`src/rtl/qap_pkg.sv`:
```
// ----------------------------------------------------------------------------
// qap_pkg
// Shared widths, constants, tables and types of the quaternion attitude PID.
// ----------------------------------------------------------------------------
package qap_pkg;

	// Field and datapath widths.
	localparam int QW  = 16;   // quaternion component and time step
	localparam int CW  = 20;   // rounded error quaternion component
	localparam int PW  = 2*CW; // product of two components
	localparam int AW  = 44;   // angle arguments in Q28
	localparam int SW  = 30;   // clamped asin argument in Q28
	localparam int GW  = 48;   // gain register
	localparam int EW  = 16;   // angle error in Q3.13
	localparam int DW  = 32;   // drive value
	localparam int KW  = 47;   // CORDIC vector component
	localparam int ZW  = 28;   // CORDIC angle accumulator in Q24
	localparam int NAX = 3;

	localparam int CORDIC_ITER_DEF = 16;
	localparam int ATAN_LEN        = 24;
	localparam int QDEPTH          = 2;

	localparam logic signed [AW-1:0] ONE_Q28     = AW'(268435456);
	localparam logic signed [ZW-1:0] HALF_PI_Q24 = ZW'(26353589);

	// Axis order, which is also the register index order.
	typedef enum logic [1:0] {
		AX_ROLL  = 2'd0,
		AX_PITCH = 2'd1,
		AX_YAW   = 2'd2
	} axis_t;

	typedef logic [NAX-1:0][GW-1:0] gains_t;

	// One term of the error quaternion product: desired index, current index, sign.
	typedef struct packed {
		logic [1:0] a;
		logic [1:0] b;
		logic       neg;
	} term_t;

	// Operand pair for the angle argument products (w=0, x=1, y=2, z=3).
	typedef struct packed {
		logic [1:0] a;
		logic [1:0] b;
	} pair_t;

	// Work item passed from the front end to the back end.
	typedef struct packed {
		logic signed [AW-1:0] roll_y;
		logic signed [AW-1:0] roll_x;
		logic signed [SW-1:0] pitch_s;
		logic signed [AW-1:0] yaw_y;
		logic signed [AW-1:0] yaw_x;
		logic [QW-1:0]        dt;
	} arg_item_t;

	// Terms of desired * conj(current), written on the raw current components.
	function automatic term_t qp_term(input logic [3:0] k);
		term_t t;
		case (k)
			4'd0:    t = '{a: 2'd0, b: 2'd0, neg: 1'b0};
			4'd1:    t = '{a: 2'd1, b: 2'd1, neg: 1'b0};
			4'd2:    t = '{a: 2'd2, b: 2'd2, neg: 1'b0};
			4'd3:    t = '{a: 2'd3, b: 2'd3, neg: 1'b0};
			4'd4:    t = '{a: 2'd0, b: 2'd1, neg: 1'b1};
			4'd5:    t = '{a: 2'd1, b: 2'd0, neg: 1'b0};
			4'd6:    t = '{a: 2'd2, b: 2'd3, neg: 1'b1};
			4'd7:    t = '{a: 2'd3, b: 2'd2, neg: 1'b0};
			4'd8:    t = '{a: 2'd0, b: 2'd2, neg: 1'b1};
			4'd9:    t = '{a: 2'd1, b: 2'd3, neg: 1'b0};
			4'd10:   t = '{a: 2'd2, b: 2'd0, neg: 1'b0};
			4'd11:   t = '{a: 2'd3, b: 2'd1, neg: 1'b1};
			4'd12:   t = '{a: 2'd0, b: 2'd3, neg: 1'b1};
			4'd13:   t = '{a: 2'd1, b: 2'd2, neg: 1'b1};
			4'd14:   t = '{a: 2'd2, b: 2'd1, neg: 1'b0};
			4'd15:   t = '{a: 2'd3, b: 2'd0, neg: 1'b0};
			default: t = '{a: 2'd0, b: 2'd0, neg: 1'b0};
		endcase
		return t;
	endfunction

	// Products wx, yz, xx, yy, wy, zx, wz, xy, zz in that order.
	function automatic pair_t qp_pair(input logic [3:0] k);
		pair_t p;
		case (k)
			4'd0:    p = '{a: 2'd0, b: 2'd1};
			4'd1:    p = '{a: 2'd2, b: 2'd3};
			4'd2:    p = '{a: 2'd1, b: 2'd1};
			4'd3:    p = '{a: 2'd2, b: 2'd2};
			4'd4:    p = '{a: 2'd0, b: 2'd2};
			4'd5:    p = '{a: 2'd3, b: 2'd1};
			4'd6:    p = '{a: 2'd0, b: 2'd3};
			4'd7:    p = '{a: 2'd1, b: 2'd2};
			4'd8:    p = '{a: 2'd3, b: 2'd3};
			default: p = '{a: 2'd0, b: 2'd0};
		endcase
		return p;
	endfunction

	// Arctangent of 2^-i in Q24.
	function automatic logic signed [ZW-1:0] qp_atan(input logic [4:0] i);
		logic signed [ZW-1:0] v;
		case (i)
			5'd0:    v = ZW'(13176795);
			5'd1:    v = ZW'(7778716);
			5'd2:    v = ZW'(4110060);
			5'd3:    v = ZW'(2086331);
			5'd4:    v = ZW'(1047214);
			5'd5:    v = ZW'(524117);
			5'd6:    v = ZW'(262123);
			5'd7:    v = ZW'(131069);
			5'd8:    v = ZW'(65536);
			5'd9:    v = ZW'(32768);
			5'd10:   v = ZW'(16384);
			5'd11:   v = ZW'(8192);
			5'd12:   v = ZW'(4096);
			5'd13:   v = ZW'(2048);
			5'd14:   v = ZW'(1024);
			5'd15:   v = ZW'(512);
			5'd16:   v = ZW'(256);
			5'd17:   v = ZW'(128);
			5'd18:   v = ZW'(64);
			5'd19:   v = ZW'(32);
			5'd20:   v = ZW'(16);
			5'd21:   v = ZW'(8);
			5'd22:   v = ZW'(4);
			5'd23:   v = ZW'(2);
			default: v = '0;
		endcase
		return v;
	endfunction

	// Saturate a wide signed value to 32 bits.
	function automatic logic signed [DW-1:0] qp_sat32(input logic signed [53:0] v);
		logic signed [DW-1:0] r;
		if (v > 54'sd2147483647) begin
			r = 32'sh7FFFFFFF;
		end else if (v < -54'sd2147483648) begin
			r = 32'sh80000000;
		end else begin
			r = DW'(v);
		end
		return r;
	endfunction

endpackage

```
`src/rtl/qap_front.sv`:
```
// ----------------------------------------------------------------------------
// qap_front
// Takes a sample, forms the error quaternion and the three angle arguments
// with one shared multiplier, and hands the arguments to the work queue.
// ----------------------------------------------------------------------------
module qap_front import qap_pkg::*; (
	input  logic                  clk,
	input  logic                  arst_n,
	input  logic                  in_valid,
	output logic                  in_ready,
	input  logic [9*QW-1:0]       in_data,
	output logic                  out_valid,
	input  logic                  out_ready,
	output arg_item_t             out_item
);

	localparam int ACW = 35;
	localparam logic [4:0] LAST_QTERM = 5'd15;
	localparam logic [4:0] FIRST_ARG  = 5'd17;
	localparam logic [4:0] LAST_ARG   = 5'd25;
	localparam logic [4:0] FORM_STEP  = 5'd27;
	localparam logic signed [ACW-1:0] HALF_Q14 = ACW'(8192);

	logic signed [QW-1:0] des_q [4];
	logic signed [QW-1:0] cur_q [4];
	logic [QW-1:0]        dt_q;
	logic                 busy_q;
	logic                 res_vld_q;
	logic [4:0]           cnt_q;
	logic signed [PW-1:0] prod_s1;
	logic [4:0]           tag_s1;
	logic                 v_s1;
	logic signed [ACW-1:0] acc_q;
	logic signed [CW-1:0] e_q [4];
	logic signed [PW-1:0] p_q [9];
	arg_item_t            res_q;

	logic                 issue;
	term_t                t_iss;
	term_t                t_acc;
	pair_t                pr;
	logic signed [CW-1:0] op_a;
	logic signed [CW-1:0] op_b;
	logic signed [ACW-1:0] addend;
	logic signed [ACW-1:0] acc_new;
	logic signed [ACW-1:0] acc_rnd;
	logic [4:0]           arg_idx;
	logic [4:0]           st_idx;
	logic signed [AW-1:0] wx, yz, xx, yy, wy, zx, wz, xy, zz;
	logic signed [AW-1:0] s_full;
	logic signed [AW-1:0] s_clamp;
	arg_item_t            form;

	assign in_ready  = !busy_q;
	assign out_valid = res_vld_q;
	assign out_item  = res_q;

	// Operand selection for the shared multiplier.
	assign issue   = busy_q && !res_vld_q &&
		(cnt_q <= LAST_QTERM || (cnt_q >= FIRST_ARG && cnt_q <= LAST_ARG));
	assign arg_idx = cnt_q - FIRST_ARG;
	assign t_iss   = qp_term(cnt_q[3:0]);
	assign pr      = qp_pair(arg_idx[3:0]);
	always_comb begin
		if (cnt_q <= LAST_QTERM) begin
			op_a = CW'(des_q[t_iss.a]);
			op_b = CW'(cur_q[t_iss.b]);
		end else begin
			op_a = e_q[pr.a];
			op_b = e_q[pr.b];
		end
	end

	// Accumulation of the quaternion terms.
	assign t_acc   = qp_term(tag_s1[3:0]);
	assign addend  = t_acc.neg ? -ACW'(prod_s1) : ACW'(prod_s1);
	assign acc_new = (tag_s1[1:0] == 2'd0) ? addend : acc_q + addend;
	assign acc_rnd = acc_new + HALF_Q14;
	assign st_idx  = tag_s1 - FIRST_ARG;

	// Angle arguments from the stored products.
	assign wx = AW'(p_q[0]);
	assign yz = AW'(p_q[1]);
	assign xx = AW'(p_q[2]);
	assign yy = AW'(p_q[3]);
	assign wy = AW'(p_q[4]);
	assign zx = AW'(p_q[5]);
	assign wz = AW'(p_q[6]);
	assign xy = AW'(p_q[7]);
	assign zz = AW'(p_q[8]);
	assign s_full = (wy - zx) <<< 1;
	always_comb begin
		if (s_full > ONE_Q28) begin
			s_clamp = ONE_Q28;
		end else if (s_full < -ONE_Q28) begin
			s_clamp = -ONE_Q28;
		end else begin
			s_clamp = s_full;
		end
		form.roll_y  = (wx + yz) <<< 1;
		form.roll_x  = ONE_Q28 - ((xx + yy) <<< 1);
		form.pitch_s = SW'(s_clamp);
		form.yaw_y   = (wz + xy) <<< 1;
		form.yaw_x   = ONE_Q28 - ((yy + zz) <<< 1);
		form.dt      = dt_q;
	end

	// Control: sample capture, step counter and result hand-off.
	always_ff @(posedge clk or negedge arst_n) begin
		if (!arst_n) begin
			busy_q    <= 1'b0;
			res_vld_q <= 1'b0;
			cnt_q     <= '0;
			v_s1      <= 1'b0;
		end else begin
			v_s1 <= issue;
			if (in_valid && in_ready) begin
				busy_q <= 1'b1;
				cnt_q  <= '0;
			end else if (res_vld_q) begin
				if (out_ready) begin
					res_vld_q <= 1'b0;
					busy_q    <= 1'b0;
				end
			end else if (busy_q) begin
				if (cnt_q == FORM_STEP) begin
					res_vld_q <= 1'b1;
				end else begin
					cnt_q <= cnt_q + 5'd1;
				end
			end
		end
	end

	// Datapath registers.
	always_ff @(posedge clk) begin
		if (in_valid && in_ready) begin
			for (int k = 0; k < 4; k++) begin
				des_q[k] <= in_data[k*QW +: QW];
				cur_q[k] <= in_data[(k+4)*QW +: QW];
			end
			dt_q <= in_data[8*QW +: QW];
		end
		prod_s1 <= op_a * op_b;
		tag_s1  <= cnt_q;
		if (v_s1 && tag_s1 <= LAST_QTERM) begin
			acc_q <= acc_new;
			if (tag_s1[1:0] == 2'd3) begin
				e_q[tag_s1[3:2]] <= CW'(acc_rnd >>> 14);
			end
		end
		if (v_s1 && tag_s1 >= FIRST_ARG) begin
			p_q[st_idx[3:0]] <= prod_s1;
		end
		if (busy_q && !res_vld_q && cnt_q == FORM_STEP) begin
			res_q <= form;
		end
	end

endmodule

```
`config.mk`:
```
export PLATFORM = sky130hd
export DESIGN_NAME = qap_front
export DESIGN_NICKNAME = d
export VERILOG_FILES = /design/src/rtl/qap_pkg.sv /design/src/rtl/qap_front.sv
export SDC_FILE = /design/constraint.sdc
export NUM_CORES = 2
export LEC_CHECK = 0
export BUFFER_PORTS_ARGS = -buffer_cell sky130_fd_sc_hd__buf_2
export CORE_MARGIN = 5
export CORE_UTILIZATION = 50
export DETAILED_ROUTE_END_ITERATION = 10
export PLACE_DENSITY = 0.68
export SLEW_MARGIN = 20
export SYNTH_ARGS = -nofsm -noshare
export SYNTH_HDL_FRONTEND = slang
export SYNTH_SLANG_ARGS = --single-unit
export TNS_END_PERCENT = 20
```
`constraint.sdc`:
```
create_clock -name clk -period 11.61 [get_ports clk]
set_input_delay 1.7415 -clock clk [delete_from_list [all_inputs] [get_ports clk]]
set_output_delay 1.7415 -clock clk [all_outputs]
set_load 0.05 [all_outputs]
```
# --- Yosys cells after proc, flatten, opt, wreduce, memory -nomap -nowiden ---
# Memories as Yosys holds them, arrays and structs flattened. A register that Yosys moved wholly into a read port is not among the register bits.
# Index checks and enable logic that the tools add are counted.
totals:
  register_bits: 324
  ramBits: 568
  mem_bits_ro: 224
  in_bits: 148
  out_inout_bits: 224
  word_cells: 87
  n_memories: 7
mem_list:
  columns: ["name", "words", "word_bits", "rd", "rd_ports_with_merged_regs", "write_ports", "line_no", "rtl"]
  rows:
  - ["p_q", 9, 40, 9, 0, 1, "qap_front.sv:35", "logic signed [PW-1:0] p_q [9];"]
  - ["(no name shown)", 16, 5, 1, 1, 0, "qap_pkg.sv:62", "case (k)"]
  - ["(no name shown)", 16, 5, 1, 0, 0, "qap_pkg.sv:62", null]
  - ["e_q", 4, 20, 2, 0, 1, "qap_front.sv:34", "logic signed [CW-1:0] e_q [4];"]
  - ["(no name shown)", 16, 4, 1, 0, 0, "qap_pkg.sv:87", "case (k)"]
  - ["cur_q", 4, 16, 1, 0, 4, "qap_front.sv:25", "logic signed [QW-1:0] cur_q [4];"]
  - ["+1 memories", null, null, null, null, null, null, null]
classes:
  addsub: 13
  mul: 1
  order_cmp: 7
  n_eq_ne: 4
  muxes: 23
  n_reduce_logical: 17
op_table:
  columns: ["cell", "n"]
  rows:
  - ["$add 40x40->41", 4]
  - ["$sub 30x42->43 const A", 2]
  - ["$mux 35", 2]
  - ["$gt 42x30->1 const B", 1]
  - ["$lt 42x29->1 const B", 1]
  - ["$sub 40x40->41", 1]
  - ["$mul 20x20->40", 1]
  - ["$mux 20", 2]
  - ["$add 35x35->35", 1]
  - ["$neg 35->35", 1]
  - ["$add 34x15->34 const B", 1]
  - ["$mux 30", 1]
  - ["$mux 5", 4]
  - ["$mux 1", 14]
  - ["$ge 5x5->1 const B", 2]
  - ["$le 5x4->1 const B", 2]
  - ["$sub 4x1->4 const B", 2]
  - ["$logic_and 1x1->1", 7]
  - ["$reduce_bool 2->1", 3]
  - ["$add 5x1->5 const B", 1]
  - ["$eq 5x5->1 const B", 1]
  - ["$le 5x5->1 const B", 1]
  - ["$reduce_and 3->1", 1]
  - ["$eq 2x2->1 const B", 1]
  - ["7 further kinds", 8]

# --- Longest topological paths before layout ---
logic_depth:
  ltp_word: 5
  mapped_depth: 42
  mapped_depth_nobuf: 38

# --- Worst setup path after synthesis ---
# OpenSTA, ideal clock, no wires.
synth_timing:
  path_kind: "register -> register"
  from: "register cnt_q[2]"
  to: "register res_q, in the netlist out_item[0], enable pin"
  setup_time_ps: 787
  arrival_time_ps: 9719
  required_ps: 10823
  setup_slack_ps: 1104
  stages_incl_launch_ff: 4
  n_path_buf: 1
  period_less_slack_ps: 10506
  path_cell_list: "dfrtp_1 clkbuf_1 nand4b_1 nor2_1"
synth_via:
  elab_chain_cells: 2
synth_lines:
  columns: ["element", "line_no", "rtl"]
  rows:
  - ["start, declared", "qap_front.sv:29", "logic [4:0] cnt_q;"]
  - ["start signal, assigned", "qap_front.sv:129", "cnt_q <= cnt_q + 5'd1;"]
  - ["$eq 5x5->1", "qap_front.sv:155", "if (busy_q && !res_vld_q && cnt_q == FORM_STEP) begin"]
  - ["$logic_and 1x1->1", "qap_front.sv:155", null]
  - ["end signal, assigned", "qap_front.sv:156", "res_q <= form;"]
  - ["end, declared", "qap_front.sv:36", "arg_item_t res_q;"]
# No other way between the ends.
# A chain may end at the register's enable or synchronous reset.

# --- Final worst setup path ---
layout_timing:
  from: "register cnt_q[2]"
  to: "register prod_s1[35]"
layout_via:
  elab_chain_cells: 5
  word_cells_on_any_way: 10
  classes_between: "add/sub (1); mul (1); order compare (1); mux (2); memory (5)"
layout_lines:
  columns: ["element", "line_no", "rtl"]
  rows:
  - ["$sub 4x1->4", "qap_front.sv:61", "assign arg_idx = cnt_q - FIRST_ARG;"]
  - ["$mem_v2 16x4", null, null]
  - ["$mem_v2 4x20", null, null]
  - ["$mux 20", "qap_front.sv:65", "if (cnt_q <= LAST_QTERM) begin"]
  - ["$mul 20x20->40 *", "qap_front.sv:144", "prod_s1 <= op_a * op_b;"]
  - ["end signal, assigned", "qap_front.sv:144", null]
  - ["end, declared", "qap_front.sv:30", "logic signed [PW-1:0] prod_s1;"]
# Mark *: on every way between the ends. The rest lies on a longest branch, timed or not.

==> impl_metrics.toml <==
[status]
status = "completed"

[drt]
wl_per_cell_um = 20.6
wl_um = 152000
vias = 41800
drtAntennaViolNets = 0
drt_iter0_drc = 3100
vias_per_cell = 5.64
first_pass_iters = 8
drc = 0

[final_layout]
final_layout_size_suffix_gt1_share_pct = 12.9
multi_input_area_mm2 = 0.0314
seq_area_mm2 = 0.0260
n_fill_cell = 10100
syn2layout_area_growth_pct = 12.0
nets = 6645

[worst_hold_path]
hold_start = "dt_q[10]$_DFFE_PP_"
hold_path_class = "flop to flop"
hold_path_end = "out_item[10]$_DFFE_PP_"
worstHoldPathCells = 0

[sta]
fmaxAchievable_mhz = 92.4
fin_crit_sh_pct = 93.2
drv_slew = 0
setup_violations = 0
grt_setup_unrepaired = "false"
slew_headroom_pct = 22.6
min_period_ns = 10.82
final.setup.tns_ns = 0
finClkSkew_ns = 0.0606
hold_viol = 0
worst-slew-pin-transition_ns = 1.16

[global_routing]
grt_pass1_wl_um = 237000
grt_overflow_total = 0
grt_pass1_vias = 42000
grt_use_total_pct = 23.9
antenna_found_initial = 2
grt_max_degree = 115

[floorplan]
ios = 372
start_util_pct = 50.2
core_mm2 = 0.120
die_w_um = 357
rows = 127
fp.dieArea_mm2 = 0.127
dieHeight_um = 357

[synth]
synthArstFlopShare_pct = 0.906
netlist_top_cells_count = "edfxtp_1, inv_1, nor2_1, fa_1, nand2_1"
synthTopCellsByArea = "edfxtp_1, fa_1, ha_1"
synth_cell_type_count = 107
yosysMostFrequentCell = "edfxtp_1"
synth_edf_count = 829
synth.cell_area_mm2 = 0.0602
synth_seq_area_share_pct = 43.2
yosysWarnings = 0
syn_area_per_cell_um2 = 11.2
synth_cells = 5354
yosys.area.top_type = "edfxtp_1"
ys_ff_latch = 883
synth_top_area_share_pct = 41.4
synthFlopType = "edfxtp_1"

[worst_setup_path]
critPathMaxFanout = 20
critPathMostFrequentCell = "fa_1"
timing.rr.start = "cnt_q[2]$_DFFE_PN0P_"
critPathKind = "flop to flop"
end_kind = "flop"
r2r_setup_slack_ns = 0.79
crit_path_start_kind = "flop"
rr_worst_depth = 34
required_ns = 12.18
r2r_end = "prod_s1[35]$_DFF_P_"
worst-path-buf-inv = 6
cp_slowest_cell = "a2111oi_0"
critPathTopFamily = "adder cells"
max_stage_delay_ns = 0.82
critical_path_arrival_ns = 11.39

[clock_tree]
cts-buffers-inserted = 95
hold_buffers = 0
clk_latency_ns = 0.73
cts_tree = "built"
clock_sinks = 883
clockBufferDepth = 3
post_cts.repair.setup_buffers = 0
cts_root_buf = "clkbuf_16"
ctsResizeCount = 0
clk_pin_slew_ns = 0.06
cts_max_level = 3

[placed_design]
numPortBuffers = 366
gp_congestion = 0.951
dp_hpwl_um = 118000

[job]
drv_cap = 0
## placed cells by master, fill, tap and decap left out, drive strengths merged, types with 77 or more instances in the layout
cell type and instances:
a21oi 299, fa 426, nand2b 81, xnor2 240
o21ai 165, nand3 85, clkbuf 119, buf 435
nor3 77, nand2 387, xor2 99, nor2 452
a21o 159, edfxtp 829, ha 351, inv 620
## flip-flops by register name (all words and copies together), names as in the netlist
name,flops
t_acc,2
busy_q,1
v_s1,1
cur_q,64
cnt_q,5
out_valid,1
prod_s1,40
acc_q,34
out_item,211
p_q,360
e_q,80
des_q,64
tag_s1,4
dt_q,16
## through the flow
step / setup slack, ns / std cells / util (%) / cell area (µm²) / hold slack (ns)
global route: 0.0422 / 7412 / 56.2 / 67400 / 0.421
floorplan: 1.10 / 5358 / - / 60200 / 0.345
global placement: 1.03 / 7235 / 53.4 / 64000 / 0.400
CTS: 0.667 / 7412 / 56.2 / 67400 / 0.420
detailed placement: 0.763 / 7235 / 53.5 / 64000 / 0.405
finish: 0.790 / 7413 / 56.2 / 67400 / 0.421
## worst max path at each step
stage                              start                    end  slack (ns)  cells after the start
floorplan           cnt_q[2]$_DFFE_PN0P_  out_item[0]$_DFFE_PP_        1.10                      3
global placement    cnt_q[2]$_DFFE_PN0P_    prod_s1[35]$_DFF_P_        1.03                     34
detailed placement  cnt_q[2]$_DFFE_PN0P_    prod_s1[35]$_DFF_P_        0.76                     34
CTS                 cnt_q[2]$_DFFE_PN0P_    prod_s1[35]$_DFF_P_        0.67                     34
global route        cnt_q[2]$_DFFE_PN0P_    prod_s1[35]$_DFF_P_        0.04                     34
finish              cnt_q[2]$_DFFE_PN0P_    prod_s1[35]$_DFF_P_        0.79                     34
## kinds of logic (layout without fill, tap and decap cells)
group	count (synthesis)	in the layout	share of synthesized area, %
AOI/OAI and AO/OA	1086	1086	12.2
xor gates and xnor gates	339	339	4.93
adders and majority gates	778	778	21.5
buffers and inverters	777	1219	4.94
DFF	883	883	43.2
muxes	68	68	1.83
other	1	6	0.00623
and+or+nand+nor	1422	1422	11.4
## layer usage
layer | global-route usage, % | part of all wire, % | vias to the layer above
met2 | 40.2 | 47 | 1590
met3 | 4.14 | 7.1 | 308
met5 | 0 | 0 | -
met1 | 31.6 | 42 | 20400
met4 | 8.31 | 3.9 | 0
li1 | - | - | 19600
## layout make-up
cell class	count	share of cell area [%]
diodes	1	0.00371
clock buffers	119	3.88
clock inverters	58	1.07
inverters	607	3.38
multi-input cells	3698	46.6
flip-flops and latches	883	38.6
well taps	1612	2.99
repair buffers	435	3.51
Power is not shown: default switching activity piles up to over one toggle a cycle in this logic, so the estimate is an artifact.
