File: src/rtl/qap_pkg.sv
// ----------------------------------------------------------------------------
// qap_pkg
// Shared widths, constants, tables and types of the quaternion attitude PID.
// ----------------------------------------------------------------------------
package qap_pkg;

	// Field and datapath widths.
	localparam int QW  = 16;   // quaternion component and time step
	localparam int CW  = 20;   // rounded error quaternion component
	localparam int PW  = 2*CW; // product of two components
	localparam int AW  = 44;   // angle arguments in Q28
	localparam int SW  = 30;   // clamped asin argument in Q28
	localparam int GW  = 48;   // gain register
	localparam int EW  = 16;   // angle error in Q3.13
	localparam int DW  = 32;   // drive value
	localparam int KW  = 47;   // CORDIC vector component
	localparam int ZW  = 28;   // CORDIC angle accumulator in Q24
	localparam int NAX = 3;

	localparam int CORDIC_ITER_DEF = 16;
	localparam int ATAN_LEN        = 24;
	localparam int QDEPTH          = 2;

	localparam logic signed [AW-1:0] ONE_Q28     = AW'(268435456);
	localparam logic signed [ZW-1:0] HALF_PI_Q24 = ZW'(26353589);

	// Axis order, which is also the register index order.
	typedef enum logic [1:0] {
		AX_ROLL  = 2'd0,
		AX_PITCH = 2'd1,
		AX_YAW   = 2'd2
	} axis_t;

	typedef logic [NAX-1:0][GW-1:0] gains_t;

	// One term of the error quaternion product: desired index, current index, sign.
	typedef struct packed {
		logic [1:0] a;
		logic [1:0] b;
		logic       neg;
	} term_t;

	// Operand pair for the angle argument products (w=0, x=1, y=2, z=3).
	typedef struct packed {
		logic [1:0] a;
		logic [1:0] b;
	} pair_t;

	// Work item passed from the front end to the back end.
	typedef struct packed {
		logic signed [AW-1:0] roll_y;
		logic signed [AW-1:0] roll_x;
		logic signed [SW-1:0] pitch_s;
		logic signed [AW-1:0] yaw_y;
		logic signed [AW-1:0] yaw_x;
		logic [QW-1:0]        dt;
	} arg_item_t;

	// Terms of desired * conj(current), written on the raw current components.
	function automatic term_t qp_term(input logic [3:0] k);
		term_t t;
		case (k)
			4'd0:    t = '{a: 2'd0, b: 2'd0, neg: 1'b0};
			4'd1:    t = '{a: 2'd1, b: 2'd1, neg: 1'b0};
			4'd2:    t = '{a: 2'd2, b: 2'd2, neg: 1'b0};
			4'd3:    t = '{a: 2'd3, b: 2'd3, neg: 1'b0};
			4'd4:    t = '{a: 2'd0, b: 2'd1, neg: 1'b1};
			4'd5:    t = '{a: 2'd1, b: 2'd0, neg: 1'b0};
			4'd6:    t = '{a: 2'd2, b: 2'd3, neg: 1'b1};
			4'd7:    t = '{a: 2'd3, b: 2'd2, neg: 1'b0};
			4'd8:    t = '{a: 2'd0, b: 2'd2, neg: 1'b1};
			4'd9:    t = '{a: 2'd1, b: 2'd3, neg: 1'b0};
			4'd10:   t = '{a: 2'd2, b: 2'd0, neg: 1'b0};
			4'd11:   t = '{a: 2'd3, b: 2'd1, neg: 1'b1};
			4'd12:   t = '{a: 2'd0, b: 2'd3, neg: 1'b1};
			4'd13:   t = '{a: 2'd1, b: 2'd2, neg: 1'b1};
			4'd14:   t = '{a: 2'd2, b: 2'd1, neg: 1'b0};
			4'd15:   t = '{a: 2'd3, b: 2'd0, neg: 1'b0};
			default: t = '{a: 2'd0, b: 2'd0, neg: 1'b0};
		endcase
		return t;
	endfunction

	// Products wx, yz, xx, yy, wy, zx, wz, xy, zz in that order.
	function automatic pair_t qp_pair(input logic [3:0] k);
		pair_t p;
		case (k)
			4'd0:    p = '{a: 2'd0, b: 2'd1};
			4'd1:    p = '{a: 2'd2, b: 2'd3};
			4'd2:    p = '{a: 2'd1, b: 2'd1};
			4'd3:    p = '{a: 2'd2, b: 2'd2};
			4'd4:    p = '{a: 2'd0, b: 2'd2};
			4'd5:    p = '{a: 2'd3, b: 2'd1};
			4'd6:    p = '{a: 2'd0, b: 2'd3};
			4'd7:    p = '{a: 2'd1, b: 2'd2};
			4'd8:    p = '{a: 2'd3, b: 2'd3};
			default: p = '{a: 2'd0, b: 2'd0};
		endcase
		return p;
	endfunction

	// Arctangent of 2^-i in Q24.
	function automatic logic signed [ZW-1:0] qp_atan(input logic [4:0] i);
		logic signed [ZW-1:0] v;
		case (i)
			5'd0:    v = ZW'(13176795);
			5'd1:    v = ZW'(7778716);
			5'd2:    v = ZW'(4110060);
			5'd3:    v = ZW'(2086331);
			5'd4:    v = ZW'(1047214);
			5'd5:    v = ZW'(524117);
			5'd6:    v = ZW'(262123);
			5'd7:    v = ZW'(131069);
			5'd8:    v = ZW'(65536);
			5'd9:    v = ZW'(32768);
			5'd10:   v = ZW'(16384);
			5'd11:   v = ZW'(8192);
			5'd12:   v = ZW'(4096);
			5'd13:   v = ZW'(2048);
			5'd14:   v = ZW'(1024);
			5'd15:   v = ZW'(512);
			5'd16:   v = ZW'(256);
			5'd17:   v = ZW'(128);
			5'd18:   v = ZW'(64);
			5'd19:   v = ZW'(32);
			5'd20:   v = ZW'(16);
			5'd21:   v = ZW'(8);
			5'd22:   v = ZW'(4);
			5'd23:   v = ZW'(2);
			default: v = '0;
		endcase
		return v;
	endfunction

	// Saturate a wide signed value to 32 bits.
	function automatic logic signed [DW-1:0] qp_sat32(input logic signed [53:0] v);
		logic signed [DW-1:0] r;
		if (v > 54'sd2147483647) begin
			r = 32'sh7FFFFFFF;
		end else if (v < -54'sd2147483648) begin
			r = 32'sh80000000;
		end else begin
			r = DW'(v);
		end
		return r;
	endfunction

endpackage

File: src/rtl/qap_queue.sv
// ----------------------------------------------------------------------------
// qap_queue
// Short register queue between the front end and the back end.
// ----------------------------------------------------------------------------
module qap_queue import qap_pkg::*; #(
	parameter int WIDTH = 8,
	parameter int DEPTH = QDEPTH
) (
	input  logic                       clk,
	input  logic                       arst_n,
	input  logic                       in_valid,
	output logic                       in_ready,
	input  logic [WIDTH-1:0]           in_data,
	output logic                       out_valid,
	input  logic                       out_ready,
	output logic [WIDTH-1:0]           out_data,
	output logic [$clog2(DEPTH+1)-1:0] level
);

	localparam int PTW = (DEPTH > 1) ? $clog2(DEPTH) : 1;
	localparam int LVW = $clog2(DEPTH+1);

	logic [WIDTH-1:0] mem_q [DEPTH];
	logic [PTW-1:0]   wr_q;
	logic [PTW-1:0]   rd_q;
	logic [LVW-1:0]   cnt_q;
	logic             push;
	logic             pop;

	assign in_ready  = cnt_q != LVW'(DEPTH);
	assign out_valid = cnt_q != '0;
	assign out_data  = mem_q[rd_q];
	assign level     = cnt_q;
	assign push      = in_valid && in_ready;
	assign pop       = out_valid && out_ready;

	// Pointers and fill level.
	always_ff @(posedge clk or negedge arst_n) begin
		if (!arst_n) begin
			wr_q  <= '0;
			rd_q  <= '0;
			cnt_q <= '0;
		end else begin
			if (push) begin
				wr_q <= (wr_q == PTW'(DEPTH-1)) ? '0 : wr_q + PTW'(1);
			end
			if (pop) begin
				rd_q <= (rd_q == PTW'(DEPTH-1)) ? '0 : rd_q + PTW'(1);
			end
			if (push && !pop) begin
				cnt_q <= cnt_q + LVW'(1);
			end else if (pop && !push) begin
				cnt_q <= cnt_q - LVW'(1);
			end
		end
	end

	// Storage.
	always_ff @(posedge clk) begin
		if (push) begin
			mem_q[wr_q] <= in_data;
		end
	end

endmodule

File: config.mk
export PLATFORM = sky130hd
export DESIGN_NAME = qap_queue
export DESIGN_NICKNAME = d
export VERILOG_FILES = /design/src/rtl/qap_pkg.sv /design/src/rtl/qap_queue.sv
export SDC_FILE = /design/constraint.sdc
export NUM_CORES = 1
export LEC_CHECK = 0
export ABC_AREA = 1
export BUFFER_PORTS_ARGS = -buffer_cell sky130_fd_sc_hd__buf_2
export CORE_UTILIZATION = 30
export CTS_BUF_LIST = sky130_fd_sc_hd__clkbuf_2 sky130_fd_sc_hd__clkbuf_4 sky130_fd_sc_hd__clkbuf_8
export DETAILED_ROUTE_END_ITERATION = 8
export PLACE_DENSITY = 0.58
export SYNTH_ARGS = -nofsm -noshare
export SYNTH_HDL_FRONTEND = slang
export SYNTH_SLANG_ARGS = --single-unit
File: constraint.sdc
create_clock -name clk -period 1.49 [get_ports clk]
set_input_delay 0.149 -clock clk [delete_from_list [all_inputs] [get_ports clk]]
set_output_delay 0.149 -clock clk [all_outputs]
set_load 0.05 [all_outputs]
[Word-level counts from Yosys, hierarchy flattened]
Memories as Yosys holds them, arrays and structs flattened.
Cells that the tools add are included.
Storage, ports and cells
  logic and storage cells: 23
  bits of input ports: 12
  RAM bits: 16
  memories: 1
  output and inout bits: 12
  flip-flop bits (word level): 4
Memories
  mem_q: depth 2, bits a word 8, rd ports 1, clocked after Yosys merged registers in 0, wr ports 1, RTL line qap_queue.sv:23  | logic [WIDTH-1:0] mem_q [DEPTH];
Operators by class
  multiplexer cells: 6
  add/subtract/negate cells: 4
  equal/unequal tests: 1
  reductions and logical operators: 8
Operators by type and width (count)
  $logic_and 1x1->1: 4
  $mux 1: 4
  $mux 2: 2
  $reduce_bool 2->1: 2
  $add 1x1->1 const B: 2
  $add 2x1->2 const B: 1
  $logic_not 1->1: 2
  $ne 2x2->1 const B: 1
  $sub 2x1->2 const B: 1

[Longest topological paths before layout]
Gate-level depths: netlist (run 1).
  depth in word-level cells: 6
  mapped depth: 10
  mapped depth without buffers: 10

[Worst setup path after synthesis (run 1)]
Ideal clock, no wire load.
  path kind: register -> register
  start: register cnt_q[0] (netlist: level[0])
  end: register cnt_q[1] (netlist: level[1])
  required time: 1370 ps
  library setup time: 120 ps
  clock period less this slack: 1818 ps
  buffers on the path: 0
  arrival: 1698 ps
  stages on the path, launching flop included: 9
  path slack: -328 ps
  cells stage by stage: dfrtp_1 inv_2 nand2_2 nand2_2 ha_1 inv_1 nand3_1 nand2_1 nand2_1
Between the ends
  cells in the longest elaborated chain, start to end: 5
  elaborated cells on any way between the ends: 13
  classes of those cells: 2 x add/sub; 1 x eq/ne; 2 x mux; 8 x reduce/logical
Ends and longest elaborated chain
  start, declared: RTL line qap_queue.sv:26  | logic [LVW-1:0] cnt_q;
  start signal, assigned: RTL line qap_queue.sv:51  | cnt_q <= cnt_q + LVW'(1);
  start signal, assigned: RTL line qap_queue.sv:53  | cnt_q <= cnt_q - LVW'(1);
  $reduce_bool 2->1 *: RTL line qap_queue.sv:31  | assign out_valid = cnt_q != '0;
  net out_valid: RTL line qap_queue.sv:14  | output logic out_valid,
  $logic_and 1x1->1 *: RTL line qap_queue.sv:35  | assign pop = out_valid && out_ready;
  $logic_not 1->1: RTL line qap_queue.sv:50  | if (push && !pop) begin
  $logic_and 1x1->1: RTL line qap_queue.sv:50
  $mux 2 / $reduce_bool 2->1 (equally long branches)
Mark *: on every way through the listed nets, which the timed path passes. The rest lies on a longest branch. The select of a mux whose other input is x is not followed.
A chain may end at the register's enable or synchronous reset.

[Worst setup path after layout (run 1)]
  start: register cnt_q[1] (netlist: level[1])
  end: output out_valid
Between the ends
  cells in the longest elaborated chain, start to end: 1
Ends and longest elaborated chain (RTL line)
  $reduce_bool 2->1: qap_queue.sv:31
  end, declared: qap_queue.sv:14
Every way passes these cells.

==> summary.md, run 1 <==
| Metric | Value |
|---|---|
| Cell family with most CP delay | `flip-flops` |
| Setup Crit Path Kind | `reg2out` |
| Num ports | `24` |
| Crit path DAT | `1220 ps` |
| Sequential element share of the synthesized area | `0.702` |
| Max_slew headroom | `0.831` |
| CP Capture Type | `primary output` |
| Die ar. | `2970 sq um` |
| Flops & latches, synth | `20` |
| Core Util, Final | `0.438` |
| Largest net degree at the start of global routing | `12` |
| Antenna cells | `0` |
| CP required | `1340 ps` |
| All-Layer GR Usage | `0.108` |
| First-pass GRT wire length | `2150 microns` |
| Ratio of cells with drive above 1 in the final layout | `0.446` |
| Syn_area_per_cell | `11.8 sq um` |
| Synth area leader | `edfxtp_1` |
| Final period utilization | `0.917` |
| Status | `finished, final reports clean` |
| Worst-path cell chain | `inv_2 -> nand2_8 -> buf_2` |
| H-tree levels | `1` |
| Initial drt markers | `11` |
| CP bufs+invs | `2` |
| Area grow syn2layout | `34.8%` |
| Top cells by count, synth | `nand2_1, edfxtp_1, dfrtp_1, inv_1, inv_2` |
| Top FF cell, synth | `edfxtp_1` |
| Cell variety after synth | `14` |
| Hold Fails Final Rpt | `0` |
| CTS tree | `yes` |
| RePlAce Congestion | `0.723` |
| CTS sink count | `20` |
| Starting density of the core | `0.325` |
| CP startpoint kind | `flip-flop` |
| Worst-Skew Late Latency | `290 ps` |
| Total of max-cap violations | `0` |
| Die Y-Extent | `54.5 microns` |
| Initial antenna violation count | `0` |
| Fin cells | `131` |
| Syn Nets | `83` |
| Die X | `54.5 microns` |
| Slowest-stage cell, CP | `dfrtp_4` |
| Routed Antenna Nets | `0` |
| Setup violators final | `0` |
| Post-synth EDFFs | `16` |
| Cell Rows | `18` |
| Gr ovfl total | `0` |
| CTS Buffer Depth | `2` |
| Max Clock Freq | `732 MHz` |
| Reg clk slew, reported paths | `110 ps` |
| Reg2reg setup slack | `140 ps` |
| Yosys top cell area share | `0.581` |
| Vias in the first global route | `495` |
| Port Buffer Count | `23` |
| Crit-path max FO | `4` |
| Clk Tree Root Cell | `clkbuf_4` |
| Clock skew | `2.06 ps` |
| Drt pass-1 iters | `3` |
| Pins over their slew limit | `0` |
| Actual slew at the worst max-slew pin | `256 ps` |
| Routed WL | `1410 microns` |
| Post-synthesis instance total | `70` |
| Core ar. | `2540 sq um` |
| Routed via count | `558` |
| RSZ-0062 raised after global routing | `false` |
| Nets@finish | `115` |
| YS warnings | `0` |
| Hold Path Class | `in2reg` |
| Post-DP HPWL | `1030 microns` |
| Min cycle time layout | `1370 ps` |
| Number of fill cells | `250` |
| Mapped Area | `827 sq um` |
| Largest cells by area after synthesis | `edfxtp_1, nand2_1, dfrtp_1` |
| Ys async rst share | `0.200` |
| Highest cell delay on the worst timing path | `530 ps` |
| Final setup TNS | `0 ps` |
| TritonCTS buffer count | `3` |
| Cell with the most instances after synthesis | `nand2_1` |
| DRC viols | `0` |
| Vias per inst | `4.26` |
| Routed WL per cell | `10.8 microns` |
| DP Cell Count | `124` |
-- worst paths after layout --
kind,from,to,cells after the start
worst min-delay path,in_data[7],mem_q[0][7]$_DFFE_PP_,1
worst max-delay path,level[1]$_DFFE_PN0P_,out_valid,3
worst min register to register,level[0]$_DFFE_PN0P_,level[0]$_DFFE_PN0P_,1
worst max register to register,level[1]$_DFFE_PN0P_,level[1]$_DFFE_PN0P_,8
min in group asynchronous,arst_n,level[1]$_DFFE_PN0P_,2
max in group asynchronous,arst_n,level[1]$_DFFE_PN0P_,2
-- stage by stage --
stage          instance area [sq um]  setup WS (ps)  hold slack (ps)
2_1_floorplan                    883           3.19             -147
3_3_place_gp                    1040            183            -37.8
3_5_place_dp                    1040            146            -34.4
4_1_cts                         1100           9.89             25.4
5_1_grt                         1110           72.3             19.6
6_report                        1110            124             37.4
-- timing repair --
item                                   4_1_cts  5_1_grt
setup buffers                                0        2
setup endpoints to repair                    8        8
resized for setup                            9        1
pin swaps                                    0        0
endpoints found under the hold margin        4        0
hold buffers                                 1        0
-- layout make-up --
cell class / instances / area (sq um) / share of cell area
multi-input combinational: 42 / 258 / 0.231
timing repair buffer: 28 / 175 / 0.157
tap: 30 / 37.5 / 0.0337
clock buffer: 3 / 22.5 / 0.0202
clock inverter: 1 / 3.75 / 0.00337
inverter: 7 / 31.3 / 0.0281
sequential: 20 / 587 / 0.526
-- layout by cell type (no fill, tap or decap) --
cell and count:
nand2_1 30, edfxtp_1 16, buf_2 15, buf_4 12, nand2_8 3, inv_1 3, clkbuf_4 3, inv_4 2
inv_2 2, nor2_2 2, nand3_1 2, dfrtp_2 2, nand2_2 1, xor2_2 1, nand4_1 1, xnor2_1 1
ha_4 1, clkinv_1 1, dlygate4sd3_1 1, dfrtp_4 1, dfrtp_1 1
-- state kept, by name (all words and copies together), names as in the netlist --
register and cells:
rd_q 1, wr_q 1, level 2, mem_q 16
-- kinds of logic (layout without fill, tap and decap cells) --
kind of cell,Yosys count,in the layout,synth area share
XOR/XNOR,2,2,0.0303
adder cells (fa/ha/maj),1,1,0.0151
buffers and inverters,8,39,0.0454
flip-flops,20,20,0.702
AND/OR/NAND/NOR,39,39,0.207
-- routing by layer --
layer  up-vias  track usage  wire (microns)
li1        284            -               -
met1       263        0.133             617
met2         9        0.171             733
met3         2      0.00833              34
met4         0       0.0897              27
met5         -            0               0
Power of run 1 is not shown: default switching activity piles up to over one toggle a cycle in this logic, so the estimate is an artifact.
==> run 2, diff against run 1 <==
--- a/config.mk
+++ b/config.mk
@@ -7,6 +7,7 @@
 export LEC_CHECK = 0
 export ABC_AREA = 1
 export BUFFER_PORTS_ARGS = -buffer_cell sky130_fd_sc_hd__buf_2
+export CORE_MARGIN = 4
 export CORE_UTILIZATION = 30
 export CTS_BUF_LIST = sky130_fd_sc_hd__clkbuf_2 sky130_fd_sc_hd__clkbuf_4 sky130_fd_sc_hd__clkbuf_8
 export DETAILED_ROUTE_END_ITERATION = 8
==> run 2 against run 1 <==
  * Hold slack is essentially flat
  * Final cell count is 0.76% higher
  * First-iteration DRC count grew to 2.5 times the previous value
  * Utilization about the same
  * Sequential share of layout area down 0.059 points
  * Sequential cell count is the same
  * Fmax fell by 2.6%
  * Non-clock buffer count grew 1
  * Global-route usage fell by 1.2 points
  * Count of clock-buffer cells in the layout grew 1
==> summary.md, run 2 (synthesis gave the netlist of run 1 again) <==
| Metric | Value |
|---|---|
| Max Clock Freq | `713 MHz (-2.6%)` |
| Hold path depth | `1 (unchanged)` |
| Pins over their slew limit | `0 (unchanged)` |
| Fin cells | `132 (+0.76%)` |
| DRC viols | `0 (unchanged)` |
| CP startpoint kind | `flip-flop` |
| Fin worst setup slack | `87.1 ps (-37.1 ps)` |
| Min cycle time layout | `1400 ps (+37.1 ps)` |
| Max reg flops | `16 (unchanged)` |
| First-pass GRT wire length | `2390 microns (+12%)` |
| Clk Tree Root Cell | `clkbuf_4` |
| RePlAce Congestion | `0.682 (-5.7%)` |
| Actual slew at the worst max-slew pin | `252 ps (-3.38 ps)` |
| RSZ-0062 raised after global routing | `false` |
| Hold Fails Final Rpt | `0 (unchanged)` |
| Place WS | `128 ps (-17.6 ps)` |
| Die ar. | `3660 sq um (+23%)` |
| Hold Path Class | `in2reg` |
| Num ports | `24 (unchanged)` |
| Setup Crit Path Kind | `reg2out` |
| H-tree levels | `1 (unchanged)` |
| Vias in the first global route | `535 (+8.1%)` |
| Top reg by flops | `mem_q` |
| Crit path DAT | `1250 ps (+30 ps)` |
| Antenna cells | `0 (unchanged)` |
| Final setup TNS | `0 ps (unchanged)` |
| Starting density of the core | `0.325 (unchanged)` |
| Core Util, Final | `0.439 (+0.000492)` |
| Max_slew headroom | `0.833 (+0.00223)` |
| Worst Reg-to-Reg Cells | `8 (unchanged)` |
| Status | `finished, final reports clean` |
| Setup violators final | `0 (unchanged)` |
| Worst-Skew Late Latency | `290 ps (about the same)` |
| Area grow syn2layout | `34.9%` |
| Ratio of cells with drive above 1 in the final layout | `0.461 (+0.0152)` |
| Post-DP HPWL | `1210 microns (+17%)` |
| Routed via count | `574 (+2.9%)` |
| Initial drt markers | `28 (+17)` |
| Routed WL per cell | `11.3 microns (+4.9%)` |
| Clock skew | `5.62 ps (+3.56 ps)` |
| DP Cell Count | `127 (+2.4%)` |
| Gr ovfl total | `0 (unchanged)` |
| Initial antenna violation count | `0 (unchanged)` |
| Port Buffer Count | `23 (unchanged)` |
| Nets@finish | `116 (+0.87%)` |
| Die Y-Extent | `60.5 microns (+11%)` |
| Commonest non-fill, non-tap cell in the layout | `nand2_1` |
| CP Capture Type | `primary output` |
| Core ar. | `2540 sq um (unchanged)` |
| Final period utilization | `0.942 (+0.0249)` |
| Drt pass-1 iters | `2 (-1)` |
| CTS Buffer Depth | `2 (unchanged)` |
| Crit-path max FO | `6 (+2)` |
| Reg clk slew, reported paths | `110 ps (about the same)` |
| Routed WL | `1490 microns (+5.7%)` |
| Total of max-cap violations | `0 (unchanged)` |
| Die X | `60.5 microns (+11%)` |
| Routed Antenna Nets | `0 (unchanged)` |
| Largest net degree at the start of global routing | `12 (unchanged)` |
| TritonCTS buffer count | `3 (unchanged)` |
| All-Layer GR Usage | `0.0956 (-0.0123)` |
| Cell Rows | `18 (unchanged)` |
| CP required | `1340 ps (about the same)` |
| Vias per inst | `4.35 (+2.1%)` |
| CTS sink count | `20 (unchanged)` |
| Most frequent cells in the layout | `nand2_1, buf_2, edfxtp_1, buf_4, clkbuf_4` |
| CTS tree | `yes` |
==> run 2: changes by cell type in the layout (fill, tap and decap cells not counted) <==
cell / change
clkbuf_4: +3
buf_2: +4
buf_4: -5
clkinv_1: -1
==> run 2: cell type report <==
class | instances | area [sq um]
Clock buffer | 4 | 30.0
Tap cell | 30 | 37.5
Sequential cell | 20 | 587
Fill cell | 236 | 1430
Multi-Input combinational cell | 42 | 258
Inverter | 7 | 31.3
Timing Repair Buffer | 29 | 173
==> run 2: critical path, stage by stage, from the launching register on <==
cell and delay, ps:
dfrtp_2 450, buf_4 160, nand2_1 50, nand2_1 50, buf_2 250
==> run 2: routing by layer <==
layer,wire length [microns],track usage,share of wire,vias to the layer above
met5,0,0,0,-
met4,27,0.0557,0.018,0
met2,865,0.170,0.58,12
li1,-,-,-,292
met1,523,0.0974,0.35,268
met3,77,0.0319,0.052,2
==> run 2: through the flow <==
step | hold slack, ps | instance area, sq um
3_3_place_gp | -39.0 | 1060
3_5_place_dp | -36.0 | 1060
4_1_cts | 26.5 | 1110
5_1_grt | 17.2 | 1120
6_report | 37.2 | 1120
2_1_floorplan | -147 | 883
==> run 2: worst paths after layout <==
kind,start,end,slack (ps)
setup / recovery,rd_q$_DFFE_PN0P_,out_data[4],90
hold / removal,in_data[4],mem_q[0][4]$_DFFE_PP_,40
setup reg to reg,level[1]$_DFFE_PN0P_,level[1]$_DFFE_PN0P_,130
hold reg to reg,level[0]$_DFFE_PN0P_,level[0]$_DFFE_PN0P_,540
max in group asynchronous,arst_n,level[1]$_DFFE_PN0P_,1170
min in group asynchronous,arst_n,level[0]$_DFFE_PN0P_,180
==> run 2: what timing repair did <==
action | 4_1_cts | 5_1_grt
buffers inserted | 0 | 0
gates resized for setup | 2 | 4
setup endpoints to repair | 2 | 8
hold buffers | 1 | 0
pin swaps | 0 | 0
hold endpoints to repair | 4 | 0
Power of run 2 is left out for the same reason.
